## src/rtl/core/hcbm_pkg.sv

```systemverilog
// ----------------------------------------------------------------------------
// hcbm_pkg
// Shared types and constants of the handheld console bank mapper.
// ----------------------------------------------------------------------------
package hcbm_pkg;

  // Defaults for the top-level parameters
  localparam int unsigned DefMaxRomBanks  = 512;
  localparam int unsigned DefMaxRamBanks  = 16;
  localparam int unsigned DefPhysAddrBits = 24;

  // Field widths
  localparam int unsigned FuncW     = 3;
  localparam int unsigned AddrW     = 16;
  localparam int unsigned ByteW     = 8;
  localparam int unsigned RomBankW  = 9;
  localparam int unsigned RamBankW  = 4;
  localparam int unsigned PhysW     = 24;
  localparam int unsigned ActionW   = 3;
  localparam int unsigned CfgIndexW = 3;
  localparam int unsigned CfgDataW  = 24;
  localparam int unsigned InDataW   = 48;
  localparam int unsigned OutDataW  = 56;

  // Operation codes carried in tuser on the input side
  typedef enum logic [FuncW-1:0] {
    FUNC_READ      = 3'd0,
    FUNC_WRITE     = 3'd1,
    FUNC_WORK_BANK = 3'd2,
    FUNC_VID_BANK  = 3'd3,
    FUNC_ROM_BANKS = 3'd4,
    FUNC_RAM_BANK  = 3'd5,
    FUNC_RAM_EN    = 3'd6
  } func_e;

  // Result kinds carried in tuser on the output side
  typedef enum logic [ActionW-1:0] {
    ACT_NONE    = 3'd0,
    ACT_READ    = 3'd1,
    ACT_WRITE   = 3'd2,
    ACT_FORWARD = 3'd3,
    ACT_FF      = 3'd4
  } action_e;

  // Configuration register indexes
  localparam logic [CfgIndexW-1:0] CFG_ROM_BANK_COUNT = 3'd0;
  localparam logic [CfgIndexW-1:0] CFG_RAM_BANK_COUNT = 3'd1;
  localparam logic [CfgIndexW-1:0] CFG_VIDEO_BASE     = 3'd2;
  localparam logic [CfgIndexW-1:0] CFG_WORK_BASE      = 3'd3;
  localparam logic [CfgIndexW-1:0] CFG_CART_BASE      = 3'd4;

  // Bus map
  localparam logic [AddrW-1:0] ADDR_IO_START  = 16'hFE00;
  localparam logic [AddrW-1:0] ADDR_VRAM      = 16'h8000;
  localparam logic [AddrW-1:0] ADDR_ROM_HIGH  = 16'h4000;
  localparam logic [AddrW-1:0] ADDR_CART_RAM  = 16'hA000;
  localparam logic [AddrW-1:0] ADDR_WORK_RAM  = 16'hC000;
  localparam logic [2:0]       CART_WIN_TAG   = 3'b101;
  localparam logic [3:0]       WORK_BANK0_TAG = 4'hC;
  localparam logic [3:0]       WORK_ECHO0_TAG = 4'hE;

  // Bank register constants
  localparam logic [ByteW-1:0] SVBK_FIXED   = 8'hF8;
  localparam logic [ByteW-1:0] VBK_FIXED    = 8'hFE;
  localparam logic [3:0]       RAM_EN_KEY   = 4'hA;
  localparam logic [ByteW-1:0] BLOCKED_BYTE = 8'hFF;

  typedef struct packed {
    logic [9:0]          rom_bank_count;
    logic [4:0]          cart_ram_bank_count;
    logic [CfgDataW-1:0] video_ram_base;
    logic [CfgDataW-1:0] work_ram_base;
    logic [CfgDataW-1:0] cart_ram_base;
  } cfg_t;

endpackage

```

## src/rtl/core/hcbm_cfg_regs.sv

```systemverilog
// ----------------------------------------------------------------------------
// hcbm_cfg_regs
// Configuration register file: bank counts and physical base offsets.
// ----------------------------------------------------------------------------
module hcbm_cfg_regs (
  input  logic                            clk_i,
  input  logic                            rst_ni,
  input  logic                            cfg_valid_i,
  input  logic [hcbm_pkg::CfgIndexW-1:0]  cfg_index_i,
  input  logic [hcbm_pkg::CfgDataW-1:0]   cfg_data_i,
  output hcbm_pkg::cfg_t                  cfg_o
);
  import hcbm_pkg::*;

  cfg_t cfg_q, cfg_d;

  always_comb begin
    cfg_d = cfg_q;
    if (cfg_valid_i) begin
      case (cfg_index_i)
        CFG_ROM_BANK_COUNT: cfg_d.rom_bank_count      = cfg_data_i[9:0];
        CFG_RAM_BANK_COUNT: cfg_d.cart_ram_bank_count = cfg_data_i[4:0];
        CFG_VIDEO_BASE:     cfg_d.video_ram_base      = cfg_data_i;
        CFG_WORK_BASE:      cfg_d.work_ram_base       = cfg_data_i;
        CFG_CART_BASE:      cfg_d.cart_ram_base       = cfg_data_i;
        default: ; // drop writes beyond the register list
      endcase
    end
  end

  always_ff @(posedge clk_i or negedge rst_ni) begin
    if (!rst_ni) begin
      cfg_q.rom_bank_count      <= 10'd2;
      cfg_q.cart_ram_bank_count <= 5'd0;
      cfg_q.video_ram_base      <= '0;
      cfg_q.work_ram_base       <= '0;
      cfg_q.cart_ram_base       <= '0;
    end else begin
      cfg_q <= cfg_d;
    end
  end

  assign cfg_o = cfg_q;

endmodule

```

## src/rtl/core/hcbm_bank_regs.sv

```systemverilog
// ----------------------------------------------------------------------------
// hcbm_bank_regs
// Bank select and enable registers, updated by register-write operations.
// ----------------------------------------------------------------------------
module hcbm_bank_regs #(
  parameter int unsigned MAX_ROM_BANKS = hcbm_pkg::DefMaxRomBanks,
  parameter int unsigned MAX_RAM_BANKS = hcbm_pkg::DefMaxRamBanks,
  localparam int unsigned RomSelW = $clog2(MAX_ROM_BANKS),
  localparam int unsigned RamSelW = (MAX_RAM_BANKS > 1) ? $clog2(MAX_RAM_BANKS) : 1
) (
  input  logic                            clk_i,
  input  logic                            rst_ni,
  input  logic                            advance_i,
  input  hcbm_pkg::func_e                 func_i,
  input  logic [hcbm_pkg::ByteW-1:0]      data_i,
  input  logic [hcbm_pkg::RomBankW-1:0]   low_rom_bank_i,
  input  logic [hcbm_pkg::RomBankW-1:0]   high_rom_bank_i,
  input  logic [hcbm_pkg::RamBankW-1:0]   ram_bank_select_i,
  input  hcbm_pkg::cfg_t                  cfg_i,
  output logic [RomSelW-1:0]              rom_low_sel_o,
  output logic [RomSelW-1:0]              rom_high_sel_o,
  output logic [RamSelW-1:0]              cart_bank_sel_o,
  output logic [hcbm_pkg::ByteW-1:0]      svbk_o,
  output logic [hcbm_pkg::ByteW-1:0]      vbk_o,
  output logic                            ram_en_o,
  output logic [hcbm_pkg::ByteW-1:0]      svbk_next_o,
  output logic [hcbm_pkg::ByteW-1:0]      vbk_next_o,
  output logic                            ram_en_next_o
);
  import hcbm_pkg::*;

  localparam logic [RomSelW-1:0] RomMaxMask = RomSelW'(MAX_ROM_BANKS - 1);
  localparam logic [RamSelW-1:0] RamMaxMask = RamSelW'(MAX_RAM_BANKS - 1);

  logic [RomSelW-1:0] rom_low_q, rom_low_d, rom_high_q, rom_high_d, rom_mask;
  logic [RamSelW-1:0] cart_sel_q, cart_sel_d, ram_mask;
  logic [9:0]         rom_cnt_m1;
  logic [4:0]         ram_cnt_m1;
  logic [ByteW-1:0]   svbk_q, svbk_d, vbk_q, vbk_d;
  logic               ram_en_q, ram_en_d;

  // count - 1 wraps in the register width, so a zero count masks nothing
  assign rom_cnt_m1 = cfg_i.rom_bank_count - 10'd1;
  assign ram_cnt_m1 = cfg_i.cart_ram_bank_count - 5'd1;
  assign rom_mask   = rom_cnt_m1[RomSelW-1:0] & RomMaxMask;
  assign ram_mask   = ram_cnt_m1[RamSelW-1:0] & RamMaxMask;

  always_comb begin
    rom_low_d  = rom_low_q;
    rom_high_d = rom_high_q;
    cart_sel_d = cart_sel_q;
    svbk_d     = svbk_q;
    vbk_d      = vbk_q;
    ram_en_d   = ram_en_q;
    case (func_i)
      FUNC_WORK_BANK: svbk_d = data_i | SVBK_FIXED;
      FUNC_VID_BANK:  vbk_d  = data_i | VBK_FIXED;
      FUNC_ROM_BANKS: begin
        rom_low_d  = low_rom_bank_i[RomSelW-1:0] & rom_mask;
        rom_high_d = high_rom_bank_i[RomSelW-1:0] & rom_mask;
      end
      FUNC_RAM_BANK:  cart_sel_d = ram_bank_select_i[RamSelW-1:0] & ram_mask;
      FUNC_RAM_EN:    ram_en_d   = (data_i[3:0] == RAM_EN_KEY);
      default: ;
    endcase
  end

  always_ff @(posedge clk_i or negedge rst_ni) begin
    if (!rst_ni) begin
      rom_low_q  <= '0;
      rom_high_q <= RomSelW'(1);
      cart_sel_q <= '0;
      svbk_q     <= SVBK_FIXED;
      vbk_q      <= VBK_FIXED;
      ram_en_q   <= 1'b0;
    end else if (advance_i) begin
      rom_low_q  <= rom_low_d;
      rom_high_q <= rom_high_d;
      cart_sel_q <= cart_sel_d;
      svbk_q     <= svbk_d;
      vbk_q      <= vbk_d;
      ram_en_q   <= ram_en_d;
    end
  end

  assign rom_low_sel_o   = rom_low_q;
  assign rom_high_sel_o  = rom_high_q;
  assign cart_bank_sel_o = cart_sel_q;
  assign svbk_o          = svbk_q;
  assign vbk_o           = vbk_q;
  assign ram_en_o        = ram_en_q;
  assign svbk_next_o     = svbk_d;
  assign vbk_next_o      = vbk_d;
  assign ram_en_next_o   = ram_en_d;

endmodule

```

## src/rtl/core/hcbm_xlate.sv

```systemverilog
// ----------------------------------------------------------------------------
// hcbm_xlate
// Region decode and bus-to-physical address translation for one operation.
// ----------------------------------------------------------------------------
module hcbm_xlate #(
  parameter int unsigned RomSelW        = 9,
  parameter int unsigned RamSelW        = 4,
  parameter int unsigned PHYS_ADDR_BITS = hcbm_pkg::DefPhysAddrBits
) (
  input  hcbm_pkg::func_e                 func_i,
  input  logic [hcbm_pkg::AddrW-1:0]      address_i,
  input  logic [hcbm_pkg::ByteW-1:0]      data_i,
  input  hcbm_pkg::cfg_t                  cfg_i,
  input  logic [RomSelW-1:0]              rom_low_sel_i,
  input  logic [RomSelW-1:0]              rom_high_sel_i,
  input  logic [RamSelW-1:0]              cart_bank_sel_i,
  input  logic [hcbm_pkg::ByteW-1:0]      svbk_i,
  input  logic [hcbm_pkg::ByteW-1:0]      vbk_i,
  input  logic                            ram_en_i,
  output hcbm_pkg::action_e               action_o,
  output logic [hcbm_pkg::PhysW-1:0]      phys_o,
  output logic [hcbm_pkg::ByteW-1:0]      wbyte_o
);
  import hcbm_pkg::*;

  localparam logic [PhysW-1:0] PhysMask = (PHYS_ADDR_BITS >= PhysW) ? {PhysW{1'b1}} :
                                          PhysW'((64'd1 << PHYS_ADDR_BITS) - 64'd1);

  logic [PhysW-1:0] base;
  logic [PhysW:0]   addend, sum;
  logic [2:0]       work_bank;
  logic             cart_win, blocked, blocked_cart, below_io;

  assign cart_win     = (address_i[15:13] == CART_WIN_TAG);
  assign blocked      = !ram_en_i || (cfg_i.cart_ram_bank_count == 5'd0);
  assign blocked_cart = cart_win && blocked;
  assign below_io     = (address_i < ADDR_IO_START);

  // work bank zero selects bank one
  assign work_bank = (svbk_i[2:0] == 3'd0) ? 3'd1 : svbk_i[2:0];

  // pick base and banked window offset; bank * window size is a concatenation
  always_comb begin
    if (address_i < ADDR_ROM_HIGH) begin
      base   = '0;
      addend = (PhysW+1)'({rom_low_sel_i, address_i[13:0]});
    end else if (address_i < ADDR_VRAM) begin
      base   = '0;
      addend = (PhysW+1)'({rom_high_sel_i, address_i[13:0]});
    end else if (address_i < ADDR_CART_RAM) begin
      base   = cfg_i.video_ram_base;
      addend = (PhysW+1)'({vbk_i[0], address_i[12:0]});
    end else if (address_i < ADDR_WORK_RAM) begin
      base   = cfg_i.cart_ram_base;
      addend = (PhysW+1)'({cart_bank_sel_i, address_i[12:0]});
    end else if (address_i[15:12] == WORK_BANK0_TAG ||
                 address_i[15:12] == WORK_ECHO0_TAG) begin
      base   = cfg_i.work_ram_base;
      addend = (PhysW+1)'(address_i[11:0]);
    end else begin
      base   = cfg_i.work_ram_base;
      addend = (PhysW+1)'({work_bank, address_i[11:0]});
    end
  end

  assign sum = {1'b0, base} + addend;

  always_comb begin
    action_o = ACT_NONE;
    phys_o   = '0;
    wbyte_o  = '0;
    case (func_i)
      FUNC_READ: begin
        if (below_io) begin
          if (blocked_cart) begin
            action_o = ACT_FF;
            wbyte_o  = BLOCKED_BYTE;
          end else begin
            action_o = ACT_READ;
            phys_o   = sum[PhysW-1:0] & PhysMask;
          end
        end
      end
      FUNC_WRITE: begin
        if (address_i < ADDR_VRAM) begin
          action_o = ACT_FORWARD;
          phys_o   = PhysW'(address_i);
          wbyte_o  = data_i;
        end else if (below_io && !blocked_cart) begin
          action_o = ACT_WRITE;
          phys_o   = sum[PhysW-1:0] & PhysMask;
          wbyte_o  = data_i;
        end
      end
      default: ;
    endcase
  end

endmodule

```

## src/rtl/core/handheld_console_bank_mapper_core.sv

```systemverilog
// ----------------------------------------------------------------------------
// handheld_console_bank_mapper_core
// Banked memory mapper: bus access translation and bank register handling.
// ----------------------------------------------------------------------------
// One operation per transfer, one per clock cycle sustained while the output
// is not stalled. An operation waits in the input register while the region
// decode and a single 25-bit base-plus-bank add form its result, which is then
// registered in the result register and offered from there; an output stall
// holds both registers. The bank registers update as the operation leaves the
// input register, and the register fields of each result show their values
// after that operation. Configuration writes take effect at once and are meant
// to happen while the mapper is idle; no clearing pass is needed after reset.
module handheld_console_bank_mapper_core #(
  parameter int unsigned MAX_ROM_BANKS  = hcbm_pkg::DefMaxRomBanks,
  parameter int unsigned MAX_RAM_BANKS  = hcbm_pkg::DefMaxRamBanks,
  parameter int unsigned PHYS_ADDR_BITS = hcbm_pkg::DefPhysAddrBits
) (
  input  logic                             clk_i,
  input  logic                             rst_ni,
  input  logic                             s_axis_tvalid,
  output logic                             s_axis_tready,
  // address[15:0], data_value[23:16], low_rom_bank[32:24], high_rom_bank[41:33],
  // ram_bank_select[45:42], zero[47:46]
  input  logic [hcbm_pkg::InDataW-1:0]     s_axis_tdata,
  // func[2:0]
  input  logic [hcbm_pkg::FuncW-1:0]       s_axis_tuser,
  output logic                             m_axis_tvalid,
  input  logic                             m_axis_tready,
  // phys_offset[23:0], write_byte_out[31:24], work_bank_reg[39:32],
  // video_bank_reg[47:40], cart_ram_on[48], zero[55:49]
  output logic [hcbm_pkg::OutDataW-1:0]    m_axis_tdata,
  // action[2:0]
  output logic [hcbm_pkg::ActionW-1:0]     m_axis_tuser,
  input  logic                             cfg_valid_i,
  output logic                             cfg_ready_o,
  input  logic [hcbm_pkg::CfgIndexW-1:0]   cfg_index_i,
  input  logic [hcbm_pkg::CfgDataW-1:0]    cfg_data_i
);
  import hcbm_pkg::*;

  localparam int unsigned RomSelW = $clog2(MAX_ROM_BANKS);
  localparam int unsigned RamSelW = (MAX_RAM_BANKS > 1) ? $clog2(MAX_RAM_BANKS) : 1;

  cfg_t               cfg;
  logic               in_valid_q, out_valid_q, advance, in_take;
  logic [InDataW-1:0] in_data_q;
  logic [FuncW-1:0]   in_user_q;
  func_e              func;
  logic [OutDataW-1:0] out_data_q, out_data_d;
  action_e            out_action_q, action;
  logic [PhysW-1:0]   phys;
  logic [ByteW-1:0]   wbyte, svbk, vbk, svbk_next, vbk_next;
  logic               ram_en, ram_en_next;
  logic [RomSelW-1:0] rom_low_sel, rom_high_sel;
  logic [RamSelW-1:0] cart_bank_sel;

  // move the held operation on whenever the result register is free or drains
  assign advance       = in_valid_q && (!out_valid_q || m_axis_tready);
  assign s_axis_tready = !in_valid_q || advance;
  assign in_take       = s_axis_tvalid && s_axis_tready;
  assign cfg_ready_o   = 1'b1;
  assign func          = func_e'(in_user_q);

  always_ff @(posedge clk_i or negedge rst_ni) begin
    if (!rst_ni) begin
      in_valid_q  <= 1'b0;
      out_valid_q <= 1'b0;
    end else begin
      if (s_axis_tready) in_valid_q <= s_axis_tvalid;
      if (advance) begin
        out_valid_q <= 1'b1;
      end else if (m_axis_tready) begin
        out_valid_q <= 1'b0;
      end
    end
  end

  always_ff @(posedge clk_i) begin
    if (in_take) begin
      in_data_q <= s_axis_tdata;
      in_user_q <= s_axis_tuser;
    end
    if (advance) begin
      out_data_q   <= out_data_d;
      out_action_q <= action;
    end
  end

  hcbm_cfg_regs u_cfg_regs (
    .clk_i       (clk_i),
    .rst_ni      (rst_ni),
    .cfg_valid_i (cfg_valid_i),
    .cfg_index_i (cfg_index_i),
    .cfg_data_i  (cfg_data_i),
    .cfg_o       (cfg)
  );

  hcbm_bank_regs #(
    .MAX_ROM_BANKS (MAX_ROM_BANKS),
    .MAX_RAM_BANKS (MAX_RAM_BANKS)
  ) u_bank_regs (
    .clk_i             (clk_i),
    .rst_ni            (rst_ni),
    .advance_i         (advance),
    .func_i            (func),
    .data_i            (in_data_q[23:16]),
    .low_rom_bank_i    (in_data_q[32:24]),
    .high_rom_bank_i   (in_data_q[41:33]),
    .ram_bank_select_i (in_data_q[45:42]),
    .cfg_i             (cfg),
    .rom_low_sel_o     (rom_low_sel),
    .rom_high_sel_o    (rom_high_sel),
    .cart_bank_sel_o   (cart_bank_sel),
    .svbk_o            (svbk),
    .vbk_o             (vbk),
    .ram_en_o          (ram_en),
    .svbk_next_o       (svbk_next),
    .vbk_next_o        (vbk_next),
    .ram_en_next_o     (ram_en_next)
  );

  hcbm_xlate #(
    .RomSelW        (RomSelW),
    .RamSelW        (RamSelW),
    .PHYS_ADDR_BITS (PHYS_ADDR_BITS)
  ) u_xlate (
    .func_i          (func),
    .address_i       (in_data_q[15:0]),
    .data_i          (in_data_q[23:16]),
    .cfg_i           (cfg),
    .rom_low_sel_i   (rom_low_sel),
    .rom_high_sel_i  (rom_high_sel),
    .cart_bank_sel_i (cart_bank_sel),
    .svbk_i          (svbk),
    .vbk_i           (vbk),
    .ram_en_i        (ram_en),
    .action_o        (action),
    .phys_o          (phys),
    .wbyte_o         (wbyte)
  );

  assign out_data_d = {7'd0, ram_en_next, vbk_next, svbk_next, wbyte, phys};

  assign m_axis_tvalid = out_valid_q;
  assign m_axis_tdata  = out_data_q;
  assign m_axis_tuser  = out_action_q;

endmodule

```

## config.mk

```make
export PLATFORM = sky130hd
export DESIGN_NAME = handheld_console_bank_mapper_core
export DESIGN_NICKNAME = d
export VERILOG_FILES = /design/src/rtl/core/hcbm_pkg.sv /design/src/rtl/core/hcbm_cfg_regs.sv /design/src/rtl/core/hcbm_bank_regs.sv /design/src/rtl/core/hcbm_xlate.sv /design/src/rtl/core/handheld_console_bank_mapper_core.sv
export SDC_FILE = /design/constraint.sdc
export NUM_CORES = 1
export LEC_CHECK = 0
export ABC_AREA = 1
export BUFFER_PORTS_ARGS = -buffer_cell sky130_fd_sc_hd__buf_4
export CAP_MARGIN = 20
export CORE_ASPECT_RATIO = 1.4
export CORE_MARGIN = 4
export CORE_UTILIZATION = 35
export DETAILED_ROUTE_END_ITERATION = 8
export PLACE_DENSITY = 0.52
export REMOVE_ABC_BUFFERS = 1
export SLEW_MARGIN = 40
export SYNTH_ARGS = -nofsm -noshare
export SYNTH_HDL_FRONTEND = slang
export SYNTH_SLANG_ARGS = --single-unit
```

## constraint.sdc

```tcl
create_clock -name clk_i -period 4.3 [get_ports clk_i]
set_clock_uncertainty 0.1 [all_clocks]
set_input_delay 1.29 -clock clk_i [delete_from_list [all_inputs] [get_ports clk_i]]
set_output_delay 1.29 -clock clk_i [all_outputs]
set_load 0.01 [all_outputs]
```

# Word level (Yosys, flattened, before mapping)
# Index checks and enable logic that the tools add are counted.
[word_totals]
reg_bits = 228
latch_bits = 0
ramBits = 0
rom_bits = 0
in_bits = 83
out_inout_bits = 62
n_memories = 0
[classes]
add_sub_neg = 3
multipliers = 0
n_div = 0
order_cmp = 5
eq_ne = 14
shift = 0
muxes = 30
bitwise_logic = 3
reduce_logical = 24
[op_table]
columns = ["cell", "n"]
rows = [
  ["two-way mux 24 bit", 10],
  ["less-than comparator 16 bit (second input constant)", 4],
  ["two-way mux 8 bit", 6],
  ["one-hot mux 24 bit (2 select lines)", 1],
  ["two-way mux 17 bit", 2],
  ["adder 24 bit", 1],
  ["bitwise AND 9 bit", 2],
  ["less-than comparator 16 x 15 -> 1 bit (second input constant)", 1],
  ["one-hot mux 8 bit (2 select lines)", 1],
  ["== test 3 bit (second input constant)", 5],
  ["two-way mux 15 bit", 1],
  ["AND reduction 2 bit", 7],
  ["== test 3 x 2 -> 1 bit (second input constant)", 4],
  ["== test 4 bit (second input constant)", 3],
  ["two-way mux 3 bit", 4],
  ["logical NOT 3 bit", 3],
  ["subtractor 9 x 1 -> 9 bit (second input constant)", 1],
  ["== test 3 x 1 -> 1 bit (second input constant)", 2],
  ["one-hot mux 3 bit (2 select lines)", 1],
  ["logical NOT 5 bit", 1],
  ["bitwise AND 4 bit", 1],
  ["logical AND 1 bit", 4],
  ["logical NOT 1 bit", 4],
  ["logical OR 1 bit", 4],
  ["other kinds (4)", 6],
]

# Logic depth before layout (Yosys ltp)
[logic_depth]
word_depth = 11
depth_mapped = 19

# Cells and area by module
# A second synthesis with hierarchy kept.
[unflattened]
hier_cells = 1350
hier_area_um2 = 11410.9
[modules_own_cells]
columns = ["mod", "instances", "cells_each", "area_per_inst_um2", "seq_area_each_um2"]
rows = [
  ["hcbm_cfg_regs", 1, 386, 3500.9, 2178.3],
  ["handheld_console_bank_mapper_core", 1, 123, 3195.6, 3083.0],
  ["hcbm_xlate", 1, 582, 2725.1, 0.0],
  ["hcbm_bank_regs", 1, 259, 1989.4, 992.2],
]

# Worst setup path before layout
# OpenSTA, ideal clock, no wires.
[synth_timing]
path_type = "input port to flip-flop"
from = "input port m_axis_tready"
to = "register u_bank_regs.svbk_q[1], in the netlist u_bank_regs.svbk_o[1]"
setup_ns = 0.133
t_arrival_ns = 3.107
required_ns = 4.067
slack_ns = 0.960
cell_stages = 8
path_buffers = 1
path_cell_list = "inv_1 -> nand2_1 -> nand2_1 -> inv_1 -> nand2_1 -> clkbuf_1 -> nand2_1 -> o21ai_0"
[synth_between]
elab_chain_cells = 2
[synth_rtl]
columns = ["item", "line_no", "text"]
rows = [
  ["from (decl)", "handheld_console_bank_mapper_core.sv:28", "input logic m_axis_tready,"],
  ["logical OR 1 bit", "handheld_console_bank_mapper_core.sv:58", "assign advance = in_valid_q && (!out_valid_q || m_axis_tready);"],
  ["logical AND 1 bit", "handheld_console_bank_mapper_core.sv:58", ""],
  ["via advance", "handheld_console_bank_mapper_core.sv:45", "logic in_valid_q, out_valid_q, advance, in_take;"],
  ["to (signal assigned)", "hcbm_bank_regs.sv:80", "svbk_q <= svbk_d;"],
  ["to (decl)", "hcbm_bank_regs.sv:39", "logic [ByteW-1:0] svbk_q, svbk_d, vbk_q, vbk_d;"],
]
# The timed path passes the listed nets, and every way through them passes these cells.
# A chain may end at the register's enable or synchronous reset.

# Final worst setup path
[layout_timing]
from = "register in_data_q[15]"
to = "register out_data_q[12], in the netlist m_axis_tdata[12], data pin"
[layout_between]
elab_chain_cells = 11
word_cells_on_any_way = 27
classes_between = "1 x add/sub; 5 x order compare; 3 x eq/ne; 14 x mux; 4 x reduce/logical"
[layout_rtl]
columns = ["item", "line_no", "text"]
rows = [
  ["from (decl)", "handheld_console_bank_mapper_core.sv:46", "logic [InDataW-1:0] in_data_q;"],
  ["from (signal assigned)", "handheld_console_bank_mapper_core.sv:80", "in_data_q <= s_axis_tdata;"],
  ["parallel branches: the longest is 10 deep, another holds adder 24 bit", "n/a", ""],
  ["one-hot mux 24 bit (2 select lines) *", "hcbm_xlate.sv:72", "case (func_i)"],
  ["via phys[12]", "handheld_console_bank_mapper_core.sv:51", "logic [PhysW-1:0] phys;"],
  ["to (signal assigned)", "handheld_console_bank_mapper_core.sv:84", "out_data_q <= out_data_d;"],
  ["to (decl)", "handheld_console_bank_mapper_core.sv:49", "logic [OutDataW-1:0] out_data_q, out_data_d;"],
]
# Mark *: on every way through the listed nets, which the timed path passes.

==> results.yml <==
critical_path:
  cp.required_ps: 4470
  r2r_end: "m_axis_tdata[12]"
  cp_max_fo: 8
  critPathMostFrequentCell: "nand2_1"
  cp-startpoint: "in_data_q[15]"
  cp_cell_sequence: "nand2_4 -> nand2_1 -> o21ai_0 -> a31oi_1 -> ha_1 -> inv_1 -> fa_1 -> inv_1 -> nand3_1 -> nand3_1 -> nand2_1 -> nand2_1 -> nand2_1 -> nand2_1 -> nand2_1 -> nand3_1 -> nand2_1"
  endpoint_kind: "flop"
  crit_slowest_cell: "edfxtp_1"
  crit_arrival_ps: 3720
  r2r_setup_slack_ps: 750
  startpoint_type: "flop"
  r2r_cells: 17
  crit_type: "flop to flop"
  setup.worst_path.end: "m_axis_tdata[12]"
  rr_startpoint: "in_data_q[15]"
  critPathMaxStageDelay_ps: 550
timing:
  setup_viol: 0
  finalHoldViolCount: 0
  fin_tns_setup_ps: 0
  slew_headroom: 0.549
  period_needed_ps: 3550
  tightest_slew_ps: 676
  rsz0062_at_grt: "no"
  final_max_slew_viol_count: 0
  period_share: 0.826
  setup_slack_ps: 749
  fmax_mhz: 282
worst_hold_path:
  hold_class: "flop to flop"
  hold_start: "u_bank_regs.vbk_o[2]"
drt:
  firstDrtPassIters: 6
  drc: 0
  drtIter0Drc: 450
  post_drt_wl_per_cell_um: 15.6
  wl_mm: 28.2
  dr_total_vias: 8461
  viasPerCell: 4.70
  drtAntennaViolNets: 0
floorplanning:
  coreArea_sq_mm: 0.0307
  die_h_um: 217
  rows: 76
  die_x_um: 157
  io_pins: 145
  start_util: 0.355
  dieArea_sq_mm: 0.0340
logic_synthesis:
  synth_top_area_frac: 0.278
  avgSynthCellArea_sq_um: 8.73
  yosys_warnings: 0
  netlist-cell-type-count: 35
  synthTopCellsByArea: "edfxtp_1 28%, dfrtp_1 26%, nand2_1 14%, inv_1 6.1%, o21ai_0 6.1%"
  yosys.area.top_type: "edfxtp_1"
  synthCells: 1248
  synthesis.area_sq_mm: 0.0109
  yosysSeqAreaShare: 0.572
  ys_ff_latch: 228
global_route:
  grt_overflow: 0
  antenna_found_initial: 0
  grt_pass1_wl_mm: 44.7
  first_global_vias: 8318
  grt_max_degree: 50
  grt_util_all_layers: 0.166
clock_tree:
  cts_root_buf: "clkbuf_16"
  clkLatencyLatePin_ps: 530
  cts_tree: "yes"
  cts.path.max_buffers: 3
  clk_pin_slew_ps: 60
  cts_made_buffers: 24
  cts_max_level: 1
  postCtsResizedCells: 0
  post_cts_buffers: 0
  hold_buffers: 0
  clock-sinks: 228
power:
  p_comb_frac: 0.189
  internal-power_mw: 4.48
  pwr-share-clk: 0.358
  cellLeakagePower_nw: 6.30
  p_per_area_mw_per_mm2: 472
  sw_frac_of_total: 0.284
  p_switching_mw: 1.77
  pwr-share-seq: 0.453
  peakVddDrop_uv: 387
finish:
  drive_above_1_share: 0.157
  multiInputGateArea_sq_mm: 0.00380
  synthToLayoutAreaGrowth_pct: 21.5
  seqCellArea_sq_mm: 0.00623
  nets: 1503
  nFillCells: 3094
  diodes: 0
status:
  status: "completed"
placement:
  gp_congestion: 0.907
  pre_cts_ws_ps: 785
  dp_hpwl_mm: 21.1
  io_buffers: 134
flow_run:
  max_cap_violations: 0
[power groups by stage]
stage,sequential [mW],combinational (mW),clock (mW)
5_1_grt,2.87,1.36,2.39
2_1_floorplan,2.86,0.724,0
3_3_place_gp,2.87,1.18,0
6_report,2.83,1.18,2.24
4_1_cts,2.84,1.20,2.30
3_5_place_dp,2.88,1.20,0
[cell usage after synthesis (all sizes together)]
cell type,count
dfstp,14
conb,2
fa,1
clkinv,1
inv,180
a21oi,27
a21boi,1
nor3,7
or2,3
a22oi,9
o31a,1
clkbuf,14
a22o,1
ha,25
a31oi,16
o22ai,8
edfxtp,101
o21ai,133
nand3,53
o211ai,1
dfrtp,113
buf,28
nand2,416
nor2,61
xor2,5
xnor2,6
nand4,10
nand3b,11
[sequential cells by signal, summed over array words and instances (netlist names)]
register and count:
m_axis_tvalid 1, u_bank_regs.vbk_o 8, u_bank_regs.cart_bank_sel_o 4, u_bank_regs.rom_low_sel_o 9
in_data_q 46, u_bank_regs.ram_en_o 1, in_valid_q 1, m_axis_tdata 49
u_cfg_regs.cfg_o 86, u_bank_regs.svbk_o 8, func 3, m_axis_tuser 3
u_bank_regs.rom_high_sel_o 9
[stage by stage]
step / std cells / cell area (sq um) / hold slack, ps / util / power [mW]
floorplan: 1212 / 10700 / 344 / - / 3.58
global placement: 1758 / 12400 / 354 / 0.403 / 4.05
detailed placement: 1758 / 12400 / 356 / 0.403 / 4.07
CTS: 1801 / 13200 / 367 / 0.431 / 6.34
global route: 1801 / 13200 / 391 / 0.431 / 6.62
finish: 1801 / 13200 / 365 / 0.431 / 6.25
[layout make-up]
type / instances / area share
multi-input cells: 803 / 0.287
repair buffers: 156 / 0.0894
clock buffers: 30 / 0.0486
inverters: 181 / 0.0513
flip-flops and latches: 228 / 0.470
well taps: 390 / 0.0369
clock inverters: 13 / 0.0164
[cells in the final DEF (no fill, tap or decap), types with 3 or more instances in the layout]
master	Yosys	layout
clkinv_2	0	3
a21oi_1	27	27
inv_1	178	176
xor2_1	5	5
nand3_1	53	53
xnor2_1	6	6
clkbuf_1	14	4
a31oi_1	16	16
a22oi_1	9	9
o22ai_1	8	8
conb_1	2	8
nand4_1	10	10
clkbuf_16	0	24
dfrtp_1	113	113
edfxtp_1	101	101
bufinv_16	0	5
nand2_1	414	414
nor3_2	3	3
nand3b_1	11	11
buf_4	9	155
o21ai_0	133	133
inv_2	2	4
dfstp_2	14	14
nor2_1	59	59
nor3_1	4	4
ha_1	25	25
or2_2	3	3
[logic make-up (layout without fill, tap and decap cells)]
kind of cell / Yosys count / count (layout) / synth area share
fa+ha+maj: 26 / 26 / 0.0306
other cells: 2 / 8 / 0.000689
compound gates: 197 / 197 / 0.0965
xor+xnor: 11 / 11 / 0.00884
flops: 228 / 228 / 0.572
simple gates: 561 / 561 / 0.210
buf+inv: 223 / 380 / 0.0819
[worst min-delay path by stage]
stage	cells past startpoint	slack [ps]	to
2_1_floorplan	2	340	u_bank_regs.rom_high_sel_o[1]
3_3_place_gp	2	350	u_bank_regs.vbk_o[7]
3_5_place_dp	2	360	u_bank_regs.vbk_o[2]
4_1_cts	2	370	u_bank_regs.vbk_o[2]
5_1_grt	2	390	u_bank_regs.vbk_o[4]
6_report	2	360	u_bank_regs.vbk_o[2]
[worst max-delay path, delay by kind of cell, from the launching register on]
kind,cells,cell delay (ps)
adder cells (fa/ha/maj),2,720
flip-flops,1,550
AO/OA/AOI/OAI,2,380
AND/OR/NAND/NOR,11,1320
buffers and inverters,2,240
[layer usage]
layer,wire (um),vias up,part of all wire,global-route usage
li1,-,4300,-,-
met1,11700,3903,0.41,0.205
met2,14300,205,0.51,0.297
met3,1340,53,0.048,0.0229
met4,877,0,0.031,0.0539
met5,0,-,0,0
No activity file was read; power rests on OpenSTA's default activity.
